[src/design/cbnd_pkg.sv]
package cbnd_pkg;

  // Field widths
  localparam int FREQ_W    = 32;
  localparam int RESP_W    = 32;
  localparam int NODE_W    = 12;
  localparam int CUR_W     = 9;
  localparam int DIV_W     = 8;
  localparam int KIND_W    = 2;
  localparam int VERB_W    = 32;
  localparam int CFG_IDX_W = 1;
  localparam int CFG_DAT_W = 12;
  localparam int IN_DATA_W = 72;
  localparam int OUT_DATA_W = 56;

  // Divider: 12000 / f, 8-bit quotient
  localparam int DIVISOR_W = 14;
  localparam int DSR_W     = DIVISOR_W + DIV_W - 1;
  localparam logic [DIVISOR_W-1:0] FREQ_BASE = DIVISOR_W'(12000);
  localparam logic [FREQ_W-1:0]    FREQ_HIGH = FREQ_W'(12000);
  localparam logic [FREQ_W-1:0]    FREQ_LOW  = FREQ_W'(12000 / 255);
  localparam logic [DIV_W-1:0]     DIV_MAX   = 8'hFF;
  localparam logic [DIV_W-1:0]     DIV_FAST  = 8'h01;

  // Input selector
  localparam logic OP_REQUEST  = 1'b0;
  localparam logic OP_RESPONSE = 1'b1;

  // Result kinds
  localparam logic [KIND_W-1:0] K_VERB   = 2'd0;
  localparam logic [KIND_W-1:0] K_DONE   = 2'd1;
  localparam logic [KIND_W-1:0] K_FAILED = 2'd2;
  localparam logic [KIND_W-1:0] K_IGNORE = 2'd3;

  // Register indexes
  localparam logic [CFG_IDX_W-1:0] CFG_OVERRIDE_ENABLE = 1'b0;
  localparam logic [CFG_IDX_W-1:0] CFG_OVERRIDE_NODE   = 1'b1;

  // Codec verbs and parameters
  localparam logic [11:0] V_GET_PARAMS  = 12'hF00;
  localparam logic [11:0] V_SET_BEEP    = 12'h70A;
  localparam logic [7:0]  P_NODE_COUNT  = 8'h04;
  localparam logic [7:0]  P_GROUP_CAPS  = 8'h08;
  localparam logic [7:0]  P_WIDGET_CAPS = 8'h09;
  localparam int          GROUP_BEEP_BIT = 16;
  localparam logic [3:0]  WIDGET_BEEP   = 4'h7;

  typedef struct packed {
    logic capture;
    logic div_start;
    logic commit;
  } cbnd_cmd_t;

  typedef struct packed {
    logic need_div;
    logic div_busy;
    logic out_free;
  } cbnd_sts_t;

  function automatic logic [VERB_W-1:0] make_verb(input logic [NODE_W-1:0] node,
                                                  input logic [11:0] verb,
                                                  input logic [7:0] param);
    make_verb = {node, verb, param};
  endfunction

endpackage

[src/design/codec_beep_node_discovery_core.sv]
// Channel  | Direction | Contents
// in_      | slave     | tuser: op; tdata: frequency, response_word, response_ok
// out_     | master    | tuser: kind; tdata: verb, beep_node, divider
// cfg_     | write     | index 0 override_enable, index 1 override_node
//
// One item at a time. A beep request whose frequency lies inside the divide
// range goes through capture, eight restoring-division steps in the
// divider unit, the controller seeing the divider go idle, and commit.
// Every other item goes through capture and commit.
// Reset (rst_n low, synchronous) clears the walk state, the override
// registers and the output valid flag; the block then waits for an item.
// A result waits in the output register while the next item is taken and
// worked on; that item commits only once the output register is free.
module codec_beep_node_discovery_core
  import cbnd_pkg::*;
(
  input  logic                  clk,
  input  logic                  rst_n,
  // configuration
  input  logic                  cfg_we,
  input  logic [CFG_IDX_W-1:0]  cfg_index,
  input  logic [CFG_DAT_W-1:0]  cfg_wdata,
  // input items
  input  logic                  in_tvalid,
  output logic                  in_tready,
  input  logic [IN_DATA_W-1:0]  in_tdata,   // [31:0] frequency, [63:32] response_word,
                                            // [64] response_ok, [71:65] zero
  input  logic                  in_tuser,   // [0] op
  // result items
  output logic                  out_tvalid,
  input  logic                  out_tready,
  output logic [OUT_DATA_W-1:0] out_tdata,  // [31:0] verb, [43:32] beep_node,
                                            // [51:44] divider, [55:52] zero
  output logic [KIND_W-1:0]     out_tuser   // [1:0] kind
);

  cbnd_cmd_t cmd;
  cbnd_sts_t sts;

  // Handshake sequencing: capture, optional division, commit
  cbnd_ctrl u_ctrl (
    .clk       (clk),
    .rst_n     (rst_n),
    .in_tvalid (in_tvalid),
    .in_tready (in_tready),
    .sts       (sts),
    .cmd       (cmd)
  );

  // Walk state, divider unit, configuration and output register
  cbnd_dp u_dp (
    .clk        (clk),
    .rst_n      (rst_n),
    .cfg_we     (cfg_we),
    .cfg_index  (cfg_index),
    .cfg_wdata  (cfg_wdata),
    .in_tdata   (in_tdata),
    .in_tuser   (in_tuser),
    .cmd        (cmd),
    .sts        (sts),
    .out_tvalid (out_tvalid),
    .out_tready (out_tready),
    .out_tdata  (out_tdata),
    .out_tuser  (out_tuser)
  );

endmodule

[src/design/cbnd_div.sv]
module cbnd_div
  import cbnd_pkg::*;
(
  input  logic                 clk,
  input  logic                 rst_n,
  input  logic                 start,
  input  logic [DIVISOR_W-1:0] divisor,
  output logic                 busy,
  output logic [DIV_W-1:0]     quot
);

  logic                 busy_r, busy_nxt;
  logic [2:0]           cnt_r, cnt_nxt;
  logic [DIVISOR_W-1:0] rem_r, rem_nxt;
  logic [DSR_W-1:0]     dsr_r, dsr_nxt;
  logic [DIV_W-1:0]     quot_r, quot_nxt;
  logic [DSR_W-1:0]     rem_ext;
  logic [DSR_W-1:0]     diff;
  logic                 fits;

  assign rem_ext = {{(DSR_W-DIVISOR_W){1'b0}}, rem_r};
  assign fits    = rem_ext >= dsr_r;
  assign diff    = rem_ext - dsr_r;

  // One restoring step per cycle, quotient MSB first
  always_comb begin
    busy_nxt = busy_r;
    cnt_nxt  = cnt_r;
    rem_nxt  = rem_r;
    dsr_nxt  = dsr_r;
    quot_nxt = quot_r;
    if (start) begin
      busy_nxt = 1'b1;
      cnt_nxt  = 3'(DIV_W - 1);
      rem_nxt  = FREQ_BASE;
      dsr_nxt  = {divisor, {(DIV_W-1){1'b0}}};
      quot_nxt = '0;
    end else if (busy_r) begin
      quot_nxt = {quot_r[DIV_W-2:0], fits};
      rem_nxt  = fits ? diff[DIVISOR_W-1:0] : rem_r;
      dsr_nxt  = dsr_r >> 1;
      cnt_nxt  = cnt_r - 3'd1;
      if (cnt_r == 3'd0) begin
        busy_nxt = 1'b0;
      end
    end
  end

  always_ff @(posedge clk) begin
    if (!rst_n) begin
      busy_r <= 1'b0;
      cnt_r  <= '0;
    end else begin
      busy_r <= busy_nxt;
      cnt_r  <= cnt_nxt;
    end
    rem_r  <= rem_nxt;
    dsr_r  <= dsr_nxt;
    quot_r <= quot_nxt;
  end

  assign busy = busy_r;
  assign quot = quot_r;

  a_div_length: assert property (@(posedge clk) disable iff (!rst_n)
    start && !busy_r |=> busy_r ##7 busy_r ##1 !busy_r)
    else $error("divider did not finish in eight steps");

endmodule

[src/design/cbnd_dp.sv]
module cbnd_dp
  import cbnd_pkg::*;
(
  input  logic                  clk,
  input  logic                  rst_n,
  input  logic                  cfg_we,
  input  logic [CFG_IDX_W-1:0]  cfg_index,
  input  logic [CFG_DAT_W-1:0]  cfg_wdata,
  input  logic [IN_DATA_W-1:0]  in_tdata,
  input  logic                  in_tuser,
  input  cbnd_cmd_t             cmd,
  output cbnd_sts_t             sts,
  output logic                  out_tvalid,
  input  logic                  out_tready,
  output logic [OUT_DATA_W-1:0] out_tdata,
  output logic [KIND_W-1:0]     out_tuser
);

  localparam logic [2:0] PH_IDLE        = 3'd0;
  localparam logic [2:0] PH_ROOT        = 3'd1;
  localparam logic [2:0] PH_GROUP_CAPS  = 3'd2;
  localparam logic [2:0] PH_GROUP_COUNT = 3'd3;
  localparam logic [2:0] PH_WIDGET      = 3'd4;
  localparam logic [2:0] PH_SET_BEEP    = 3'd5;
  localparam int         NODE_PAD       = NODE_W - CUR_W;

  logic              ovr_en_r, ovr_en_nxt;
  logic [NODE_W-1:0] ovr_node_r, ovr_node_nxt;

  logic [2:0]        phase_r, phase_nxt;
  logic [CUR_W-1:0]  cur_r, cur_nxt;
  logic [CUR_W-1:0]  end_r, end_nxt;
  logic [DIV_W-1:0]  bdiv_r, bdiv_nxt;
  logic [NODE_W-1:0] found_r, found_nxt;

  logic              cap_op_r;
  logic [FREQ_W-1:0] cap_freq_r;
  logic [RESP_W-1:0] cap_resp_r;
  logic              cap_ok_r;

  logic              out_valid_r, out_valid_nxt;
  logic [KIND_W-1:0] out_kind_r;
  logic [VERB_W-1:0] out_verb_r;
  logic [NODE_W-1:0] out_node_r;
  logic [DIV_W-1:0]  out_div_r;

  logic [KIND_W-1:0] kind_nxt;
  logic [VERB_W-1:0] verb_nxt;
  logic [NODE_W-1:0] node_nxt;

  logic [FREQ_W-1:0] in_freq;
  logic              div_busy;
  logic [DIV_W-1:0]  div_quot;
  logic [DIV_W-1:0]  req_div;
  logic [CUR_W-1:0]  lr_cur, lr_end, cur_inc;

  assign in_freq = in_tdata[FREQ_W-1:0];

  cbnd_div u_div (
    .clk     (clk),
    .rst_n   (rst_n),
    .start   (cmd.div_start),
    .divisor (in_freq[DIVISOR_W-1:0]),
    .busy    (div_busy),
    .quot    (div_quot)
  );

  assign sts.need_div = (in_tuser == OP_REQUEST) && (phase_r == PH_IDLE) &&
                        (in_freq >= FREQ_LOW) && (in_freq <= FREQ_HIGH);
  assign sts.div_busy = div_busy;
  assign sts.out_free = !out_valid_r || out_tready;

  // Configuration writes
  always_comb begin
    ovr_en_nxt   = ovr_en_r;
    ovr_node_nxt = ovr_node_r;
    if (cfg_we) begin
      unique case (cfg_index)
        CFG_OVERRIDE_ENABLE: ovr_en_nxt   = cfg_wdata[0];
        CFG_OVERRIDE_NODE:   ovr_node_nxt = cfg_wdata;
        default:             ovr_en_nxt   = ovr_en_r;
      endcase
    end
  end

  always_comb begin
    if (cap_freq_r == '0) begin
      req_div = '0;
    end else if (cap_freq_r > FREQ_HIGH) begin
      req_div = DIV_FAST;
    end else if (cap_freq_r < FREQ_LOW) begin
      req_div = DIV_MAX;
    end else begin
      req_div = div_quot;
    end
  end

  assign lr_cur  = {1'b0, cap_resp_r[23:16]};
  assign lr_end  = lr_cur + {1'b0, cap_resp_r[7:0]};
  assign cur_inc = cur_r + 9'd1;

  // One walk step for the captured item
  always_comb begin
    phase_nxt = phase_r;
    cur_nxt   = cur_r;
    end_nxt   = end_r;
    bdiv_nxt  = bdiv_r;
    found_nxt = found_r;
    kind_nxt  = K_IGNORE;
    verb_nxt  = '0;
    node_nxt  = '0;
    if (cap_op_r == OP_REQUEST) begin
      if (phase_r == PH_IDLE) begin
        bdiv_nxt = req_div;
        if (ovr_en_r) begin
          if (ovr_node_r == '0) begin
            kind_nxt = K_FAILED;
          end else begin
            found_nxt = ovr_node_r;
            phase_nxt = PH_SET_BEEP;
            kind_nxt  = K_VERB;
            verb_nxt  = make_verb(ovr_node_r, V_SET_BEEP, req_div);
          end
        end else begin
          phase_nxt = PH_ROOT;
          kind_nxt  = K_VERB;
          verb_nxt  = make_verb('0, V_GET_PARAMS, P_NODE_COUNT);
        end
      end
    end else begin
      unique case (phase_r)
        PH_ROOT: begin
          if (!cap_ok_r) begin
            kind_nxt = K_FAILED;
          end else begin
            cur_nxt = lr_cur;
            end_nxt = lr_end;
            if (lr_cur < lr_end) begin
              phase_nxt = PH_GROUP_CAPS;
              kind_nxt  = K_VERB;
              verb_nxt  = make_verb({{NODE_PAD{1'b0}}, lr_cur}, V_GET_PARAMS, P_GROUP_CAPS);
            end else begin
              kind_nxt = K_FAILED;
            end
          end
        end
        PH_GROUP_CAPS: begin
          if (cap_ok_r && cap_resp_r[GROUP_BEEP_BIT]) begin
            phase_nxt = PH_GROUP_COUNT;
            kind_nxt  = K_VERB;
            verb_nxt  = make_verb({{NODE_PAD{1'b0}}, cur_r}, V_GET_PARAMS, P_NODE_COUNT);
          end else begin
            // no beep generator here: try the next group
            cur_nxt = cur_inc;
            if (cur_inc < end_r) begin
              kind_nxt = K_VERB;
              verb_nxt = make_verb({{NODE_PAD{1'b0}}, cur_inc}, V_GET_PARAMS, P_GROUP_CAPS);
            end else begin
              kind_nxt = K_FAILED;
            end
          end
        end
        PH_GROUP_COUNT: begin
          if (!cap_ok_r) begin
            kind_nxt = K_FAILED;
          end else begin
            cur_nxt = lr_cur;
            end_nxt = lr_end;
            if (lr_cur < lr_end) begin
              phase_nxt = PH_WIDGET;
              kind_nxt  = K_VERB;
              verb_nxt  = make_verb({{NODE_PAD{1'b0}}, lr_cur}, V_GET_PARAMS, P_WIDGET_CAPS);
            end else begin
              kind_nxt = K_FAILED;
            end
          end
        end
        PH_WIDGET: begin
          if (!cap_ok_r) begin
            kind_nxt = K_FAILED;
          end else if (cap_resp_r[23:20] == WIDGET_BEEP) begin
            found_nxt = {{NODE_PAD{1'b0}}, cur_r};
            phase_nxt = PH_SET_BEEP;
            kind_nxt  = K_VERB;
            verb_nxt  = make_verb({{NODE_PAD{1'b0}}, cur_r}, V_SET_BEEP, bdiv_r);
          end else begin
            cur_nxt = cur_inc;
            if (cur_inc < end_r) begin
              kind_nxt = K_VERB;
              verb_nxt = make_verb({{NODE_PAD{1'b0}}, cur_inc}, V_GET_PARAMS, P_WIDGET_CAPS);
            end else begin
              kind_nxt = K_FAILED;
            end
          end
        end
        PH_SET_BEEP: begin
          kind_nxt = K_DONE;
          node_nxt = found_r;
        end
        default: begin
          kind_nxt = K_IGNORE;
        end
      endcase
    end
    if (kind_nxt == K_DONE || kind_nxt == K_FAILED) begin
      phase_nxt = PH_IDLE;
    end
  end

  always_comb begin
    out_valid_nxt = out_valid_r;
    if (cmd.commit) begin
      out_valid_nxt = 1'b1;
    end else if (out_tready) begin
      out_valid_nxt = 1'b0;
    end
  end

  always_ff @(posedge clk) begin
    if (!rst_n) begin
      ovr_en_r    <= 1'b0;
      ovr_node_r  <= '0;
      phase_r     <= PH_IDLE;
      cur_r       <= '0;
      end_r       <= '0;
      bdiv_r      <= '0;
      found_r     <= '0;
      out_valid_r <= 1'b0;
    end else begin
      ovr_en_r    <= ovr_en_nxt;
      ovr_node_r  <= ovr_node_nxt;
      out_valid_r <= out_valid_nxt;
      if (cmd.commit) begin
        phase_r <= phase_nxt;
        cur_r   <= cur_nxt;
        end_r   <= end_nxt;
        bdiv_r  <= bdiv_nxt;
        found_r <= found_nxt;
      end
    end
    if (cmd.capture) begin
      cap_op_r   <= in_tuser;
      cap_freq_r <= in_freq;
      cap_resp_r <= in_tdata[FREQ_W +: RESP_W];
      cap_ok_r   <= in_tdata[FREQ_W + RESP_W];
    end
    if (cmd.commit) begin
      out_kind_r <= kind_nxt;
      out_verb_r <= verb_nxt;
      out_node_r <= node_nxt;
      out_div_r  <= bdiv_nxt;
    end
  end

  assign out_tvalid = out_valid_r;
  assign out_tuser  = out_kind_r;
  assign out_tdata  = {{(OUT_DATA_W-VERB_W-NODE_W-DIV_W){1'b0}},
                       out_div_r, out_node_r, out_verb_r};

  a_done_from_set_beep: assert property (@(posedge clk) disable iff (!rst_n)
    cmd.commit && kind_nxt == K_DONE |-> phase_r == PH_SET_BEEP)
    else $error("done result outside the set-beep step");

  a_commit_not_dividing: assert property (@(posedge clk) disable iff (!rst_n)
    cmd.commit |-> !div_busy)
    else $error("step committed while the divider is busy");

  a_commit_fills_output: assert property (@(posedge clk) disable iff (!rst_n)
    cmd.commit |-> sts.out_free ##1 out_valid_r)
    else $error("step committed over an unread result");

endmodule

[src/design/cbnd_ctrl.sv]
module cbnd_ctrl
  import cbnd_pkg::*;
(
  input  logic      clk,
  input  logic      rst_n,
  input  logic      in_tvalid,
  output logic      in_tready,
  input  cbnd_sts_t sts,
  output cbnd_cmd_t cmd
);

  localparam logic [1:0] S_IN     = 2'd0;
  localparam logic [1:0] S_DIV    = 2'd1;
  localparam logic [1:0] S_COMMIT = 2'd2;

  logic [1:0] state_r, state_nxt;
  logic       accept;

  assign in_tready     = (state_r == S_IN);
  assign accept        = in_tvalid && in_tready;
  assign cmd.capture   = accept;
  assign cmd.div_start = accept && sts.need_div;
  assign cmd.commit    = (state_r == S_COMMIT) && sts.out_free;

  always_comb begin
    state_nxt = state_r;
    unique case (state_r)
      S_IN: begin
        if (accept) begin
          state_nxt = sts.need_div ? S_DIV : S_COMMIT;
        end
      end
      S_DIV: begin
        if (!sts.div_busy) begin
          state_nxt = S_COMMIT;
        end
      end
      S_COMMIT: begin
        if (sts.out_free) begin
          state_nxt = S_IN;
        end
      end
      default: begin
        state_nxt = S_IN;
      end
    endcase
  end

  always_ff @(posedge clk) begin
    if (!rst_n) begin
      state_r <= S_IN;
    end else begin
      state_r <= state_nxt;
    end
  end

endmodule
[config.mk]
export PLATFORM = sky130hd
export DESIGN_NAME = codec_beep_node_discovery_core
export DESIGN_NICKNAME = d
export VERILOG_FILES = /design/src/design/cbnd_pkg.sv /design/src/design/codec_beep_node_discovery_core.sv /design/src/design/cbnd_div.sv /design/src/design/cbnd_dp.sv /design/src/design/cbnd_ctrl.sv
export SDC_FILE = /design/constraint.sdc
export NUM_CORES = 1
export LEC_CHECK = 0
export ABC_AREA = 1
export ABC_CLOCK_PERIOD_IN_PS = 4070
export BUFFER_PORTS_ARGS = -buffer_cell sky130_fd_sc_hd__buf_2
export CORE_ASPECT_RATIO = 0.9
export CORE_UTILIZATION = 40
export CTS_CLUSTER_SIZE = 12
export DETAILED_ROUTE_END_ITERATION = 12
export GPL_TIMING_DRIVEN = 0
export HOLD_SLACK_MARGIN = 0.1
export PLACE_DENSITY = 0.74
export SLEW_MARGIN = 0
export SYNTH_ARGS = -nofsm -noshare
export SYNTH_HDL_FRONTEND = slang
export SYNTH_SLANG_ARGS = --single-unit
[constraint.sdc]
create_clock -name clk -period 4.07 [get_ports clk]
set_clock_uncertainty 0.15 [all_clocks]
set_input_delay 0.814 -clock clk [delete_from_list [all_inputs] [get_ports clk]]
set_output_delay 0.814 -clock clk [all_outputs]
set_load 0.05 [all_outputs]
==> impl_metrics.json <==
{
  "status": "finished clean",
  "critPathMostFrequentCell": "sky130_fd_sc_hd__nand2_1",
  "synth_cell_types": 57,
  "predominant_post_synthesis_flop_cell": "sky130_fd_sc_hd__edfxtp_1",
  "first_pass_grt_wire_length_um": 41100,
  "layout-drive-gt1-share_pct": 16.1,
  "fin_setup_tns_ns": 0,
  "core_mm2": 0.0251,
  "combinational_family_with_the_most_area_after_synthesis": "simple AND/OR/NAND/NOR gates",
  "portBuffers": 117,
  "cts-htree-levels": 4,
  "leakagePower_nw": 5.27,
  "post-route-period-util_pct": 91.3,
  "synthesis.area_per_instance_um2": 8.57,
  "grt_usage_pct": 20.0,
  "syn_inst": 1194,
  "dieHeight_um": 154,
  "tritoncts": "built",
  "layout.cells.most_common": "sky130_fd_sc_hd__nand2_1",
  "synthesized_area_mm2": 0.0102,
  "cpPeakStageDelay_ns": 0.38,
  "max_slew_margin_pct": 41.3,
  "cp-end-kind": "register",
  "worst-path-buf-inv": 3,
  "critPathKind": "reg2reg",
  "yosysWarningCount": 0,
  "timing.critical_path.from_type": "register",
  "final.hold.worst_slack_ns": 0.321,
  "finalHoldViolCount": 0,
  "final_core_utilization_pct": 47.6,
  "synthXorXnorAreaFrac_pct": 2.14,
  "number_of_i_o_pins": 151,
  "clock_sink_count": 199,
  "synth_mux_area_share_pct": 0,
  "count_of_tritonroute_iterations_in_the_first_routing_pass": 8,
  "most-common-layout-cells": "sky130_fd_sc_hd__nand2_1 (202), sky130_fd_sc_hd__inv_1 (180), sky130_fd_sc_hd__buf_2 (122), sky130_fd_sc_hd__nor2_1 (119), sky130_fd_sc_hd__edfxtp_1 (109)",
  "n_antenna_cell": 0,
  "drt_iter0_markers": 719,
  "initial_utilization_pct": 40.7,
  "detailed_place_hpwl_um": 19200,
  "cp_data_arrival_time_ns": 3.73,
  "post_drt_via_cell_ratio": 5.12,
  "synthAdderAreaFrac_pct": 5.40,
  "synthesis_to_layout_area_growth_pct": 16.8,
  "cts.root.buffer_cell": "sky130_fd_sc_hd__clkbuf_16",
  "overall_die_width_um": 171,
  "tightestPinTransition_ns": 0.874,
  "post_synth_and_or_nand_nor_area_fraction_pct": 17.9,
  "place_congestion": 0.934,
  "peakVddDrop_uv": 182,
  "cts.clk_slew.worst_paths_ns": 0.08,
  "critical-path-top-delay-family": "simple AND/OR/NAND/NOR gates",
  "cts.path.max_buffers": 2,
  "achievable-frequency_mhz": 269,
  "async_reset_ff_share_pct": 0,
  "synth_compound_area_share_pct": 15.5,
  "grt_setup_unrepaired": "false",
  "synth_seq_cells": 199,
  "postRouteWirelength_um": 25500,
  "critical_path_required_ns": 4.09,
  "crit_path_max_fanout": 8,
  "pwr_density_cell_mw_per_mm2": 406,
  "synth-edff-count": 109,
  "n_fill_cell": 2380,
  "grt_antenna_before_repair": 0,
  "die_area_mm2": 0.0262,
  "cp_slowest_cell": "sky130_fd_sc_hd__edfxtp_1",
  "grt_max_degree": 38,
  "final-setup-viol-count": 0,
  "grt.overflow.total": 0,
  "hold_class": "reg2reg",
  "synth_sequential_area_ratio_pct": 49.6,
  "number_of_drc_violations_after_detailed_routing": 0,
  "post-route-min-period_ns": 3.72,
  "fin_nets": 1476,
  "final_max_slew_viol_count": 0,
  "worst_skew_pair.late_latency_ns": 0.45,
  "cts_inserted_buffers": 17,
  "first_global_vias": 8074,
  "wl_per_cell_um": 15.0,
  "floorplan.rows": 55,
  "routed-via-count": 8690,
  "postRouteAntennaNets": 0,
  "worstPathCellList": "ha_1 -> inv_1 -> fa_1 -> nand3b_1 -> nand2_1 -> xor2_1 -> inv_1 -> ha_1 -> nand2_1 -> nor2_1 -> nand2_1 -> nand3_1 -> nand2_1 -> nand2_1 -> nand2_1 -> nand2_1 -> nand2_2 -> nand2_2 -> inv_1 -> nand2_1 -> o211ai_1 -> o21ai_0 -> o21ai_0",
  "maxCapViolations": 0
}
metal layers:
layer | track usage [%] | wire [um] | share of wire, % | up-vias
met4 | 6.61 | 541 | 2.1 | 0
met5 | 0 | 0 | 0 | -
li1 | - | - | - | 4298
met1 | 26.0 | 11300 | 44 | 4053
met3 | 4.04 | 1600 | 6.3 | 44
met2 | 33.1 | 12100 | 47 | 295
Yosys cell counts, types with 2 or more instances:
| master | instances | area, um^2 |
|---|---|---|
| sky130_fd_sc_hd__nor2_4 | 2 | 22.5 |
| sky130_fd_sc_hd__nor4_1 | 13 | 81.3 |
| sky130_fd_sc_hd__a21oi_1 | 79 | 395 |
| sky130_fd_sc_hd__o21a_1 | 2 | 15.0 |
| sky130_fd_sc_hd__nand3_2 | 2 | 20.0 |
| sky130_fd_sc_hd__o22ai_1 | 5 | 31.3 |
| sky130_fd_sc_hd__a21o_1 | 3 | 22.5 |
| sky130_fd_sc_hd__buf_1 | 2 | 7.51 |
| sky130_fd_sc_hd__a21oi_2 | 10 | 87.6 |
| sky130_fd_sc_hd__o21bai_1 | 3 | 22.5 |
| sky130_fd_sc_hd__o21ai_0 | 82 | 410 |
| sky130_fd_sc_hd__a31oi_1 | 10 | 62.6 |
| sky130_fd_sc_hd__nand2_1 | 202 | 758 |
| sky130_fd_sc_hd__or2_2 | 4 | 25.0 |
| sky130_fd_sc_hd__nand2_2 | 3 | 18.8 |
| sky130_fd_sc_hd__ha_1 | 41 | 513 |
| sky130_fd_sc_hd__edfxtp_1 | 109 | 3270 |
| sky130_fd_sc_hd__xor2_1 | 16 | 140 |
| sky130_fd_sc_hd__o311ai_0 | 2 | 17.5 |
| sky130_fd_sc_hd__fa_1 | 2 | 40.0 |
| sky130_fd_sc_hd__nand3_1 | 42 | 210 |
| sky130_fd_sc_hd__nor2_2 | 4 | 25.0 |
| sky130_fd_sc_hd__buf_2 | 5 | 25.0 |
| sky130_fd_sc_hd__xnor2_1 | 9 | 78.8 |
| sky130_fd_sc_hd__a22oi_1 | 4 | 30.0 |
| sky130_fd_sc_hd__inv_2 | 7 | 26.3 |
| sky130_fd_sc_hd__o32ai_1 | 4 | 35.0 |
| sky130_fd_sc_hd__nand3b_1 | 2 | 15.0 |
| sky130_fd_sc_hd__o211ai_1 | 23 | 173 |
| sky130_fd_sc_hd__o21ai_2 | 8 | 70.1 |
| sky130_fd_sc_hd__dfxtp_1 | 90 | 1800 |
| sky130_fd_sc_hd__inv_1 | 180 | 676 |
| sky130_fd_sc_hd__nor2_1 | 120 | 450 |
| sky130_fd_sc_hd__a21boi_0 | 2 | 15.0 |
| sky130_fd_sc_hd__buf_4 | 15 | 113 |
| sky130_fd_sc_hd__a22o_1 | 4 | 35.0 |
| sky130_fd_sc_hd__a32oi_1 | 5 | 43.8 |
| sky130_fd_sc_hd__nand4_1 | 20 | 125 |
| sky130_fd_sc_hd__nor3_1 | 11 | 55.1 |
| sky130_fd_sc_hd__clkbuf_1 | 26 | 97.6 |
| sky130_fd_sc_hd__a221oi_1 | 3 | 26.3 |
| sky130_fd_sc_hd__and3_1 | 2 | 12.5 |
| sky130_fd_sc_hd__o21ai_1 | 2 | 10.0 |
per-stage QoR:
| step | cells | worst slack (ns) | power, mW | cell area (um^2) |
|---|---|---|---|---|
| global placement | 1662 | -0.270 | 3.14 | 11300 |
| floorplan | 1203 | 0.273 | 2.92 | 10300 |
| finish | 1697 | 0.355 | 4.84 | 11900 |
| global route | 1697 | 0.107 | 5.05 | 11900 |
| detailed placement | 1664 | 0.257 | 3.16 | 11300 |
| CTS | 1696 | 0.232 | 4.86 | 11900 |
power by group:
group | switching [mW] | internal, mW | total (mW) | leakage (nW)
combinational | 0.596 | 0.238 | 0.834 | 3.21
sequential | 0.0552 | 2.23 | 2.29 | 1.77
clock | 0.886 | 0.836 | 1.72 | 0.295
total | 1.54 | 3.31 | 4.84 | 5.27
tightest hold or removal path, stage by stage, from the launching register on:
cell and delay, ns:
sky130_fd_sc_hd__dfxtp_1 0.31, sky130_fd_sc_hd__inv_1 0.06, sky130_fd_sc_hd__a21oi_1 0.06
state kept, by name (all words and copies together), names as in the netlist, 9 cells and up:
register	cells
u_dp.cap_freq_r	32
u_dp.out_verb_r	23
u_dp.u_div.dsr_r	21
u_dp.cap_resp_r	16
u_dp.u_div.rem_r	14
u_dp.found_r	12
u_dp.out_node_r	12
u_dp.ovr_node_r	12
u_dp.cur_r	9
u_dp.end_r	9
final cells by class:
cell class,count,area (um^2),share of cell area (%)
plain buffers,49,256,2.15
clock buffers,17,425,3.56
clock inverters,15,176,1.48
inverters,188,706,5.91
multi-input cells,767,4240,35.5
flip-flops and latches,199,5070,42.5
well taps,342,428,3.58
repair buffers,120,641,5.36
path summary, 6_finish.rpt:
check	start	endpoint	slack, ns	cells past startpoint
max	u_dp.cap_resp_r[16]	u_dp.out_verb_r[19]	0.35	23
min	u_dp.found_r[10]	u_dp.found_r[10]	0.32	2
max reg2reg	u_dp.cap_resp_r[16]	u_dp.out_verb_r[19]	0.35	23
min reg2reg	u_dp.found_r[10]	u_dp.found_r[10]	0.32	2
cells by family (layout without fill, tap and decap cells):
logic type,count (synthesis),after routing
and+or+nand+nor,429,429
AOI/OAI and AO/OA,260,260
buffers and inverters,237,389
DFF,199,199
adders and majority gates,43,43
xor gates and xnor gates,25,25
other,1,10
repair_timing:
action / in CTS / in global routing
endpoints found under the setup margin: 0 / 4
gates resized for setup: 0 / 3
hold buffers: 0 / 0
buffers inserted: 0 / 1
No activity file was read; power rests on OpenSTA's default activity.
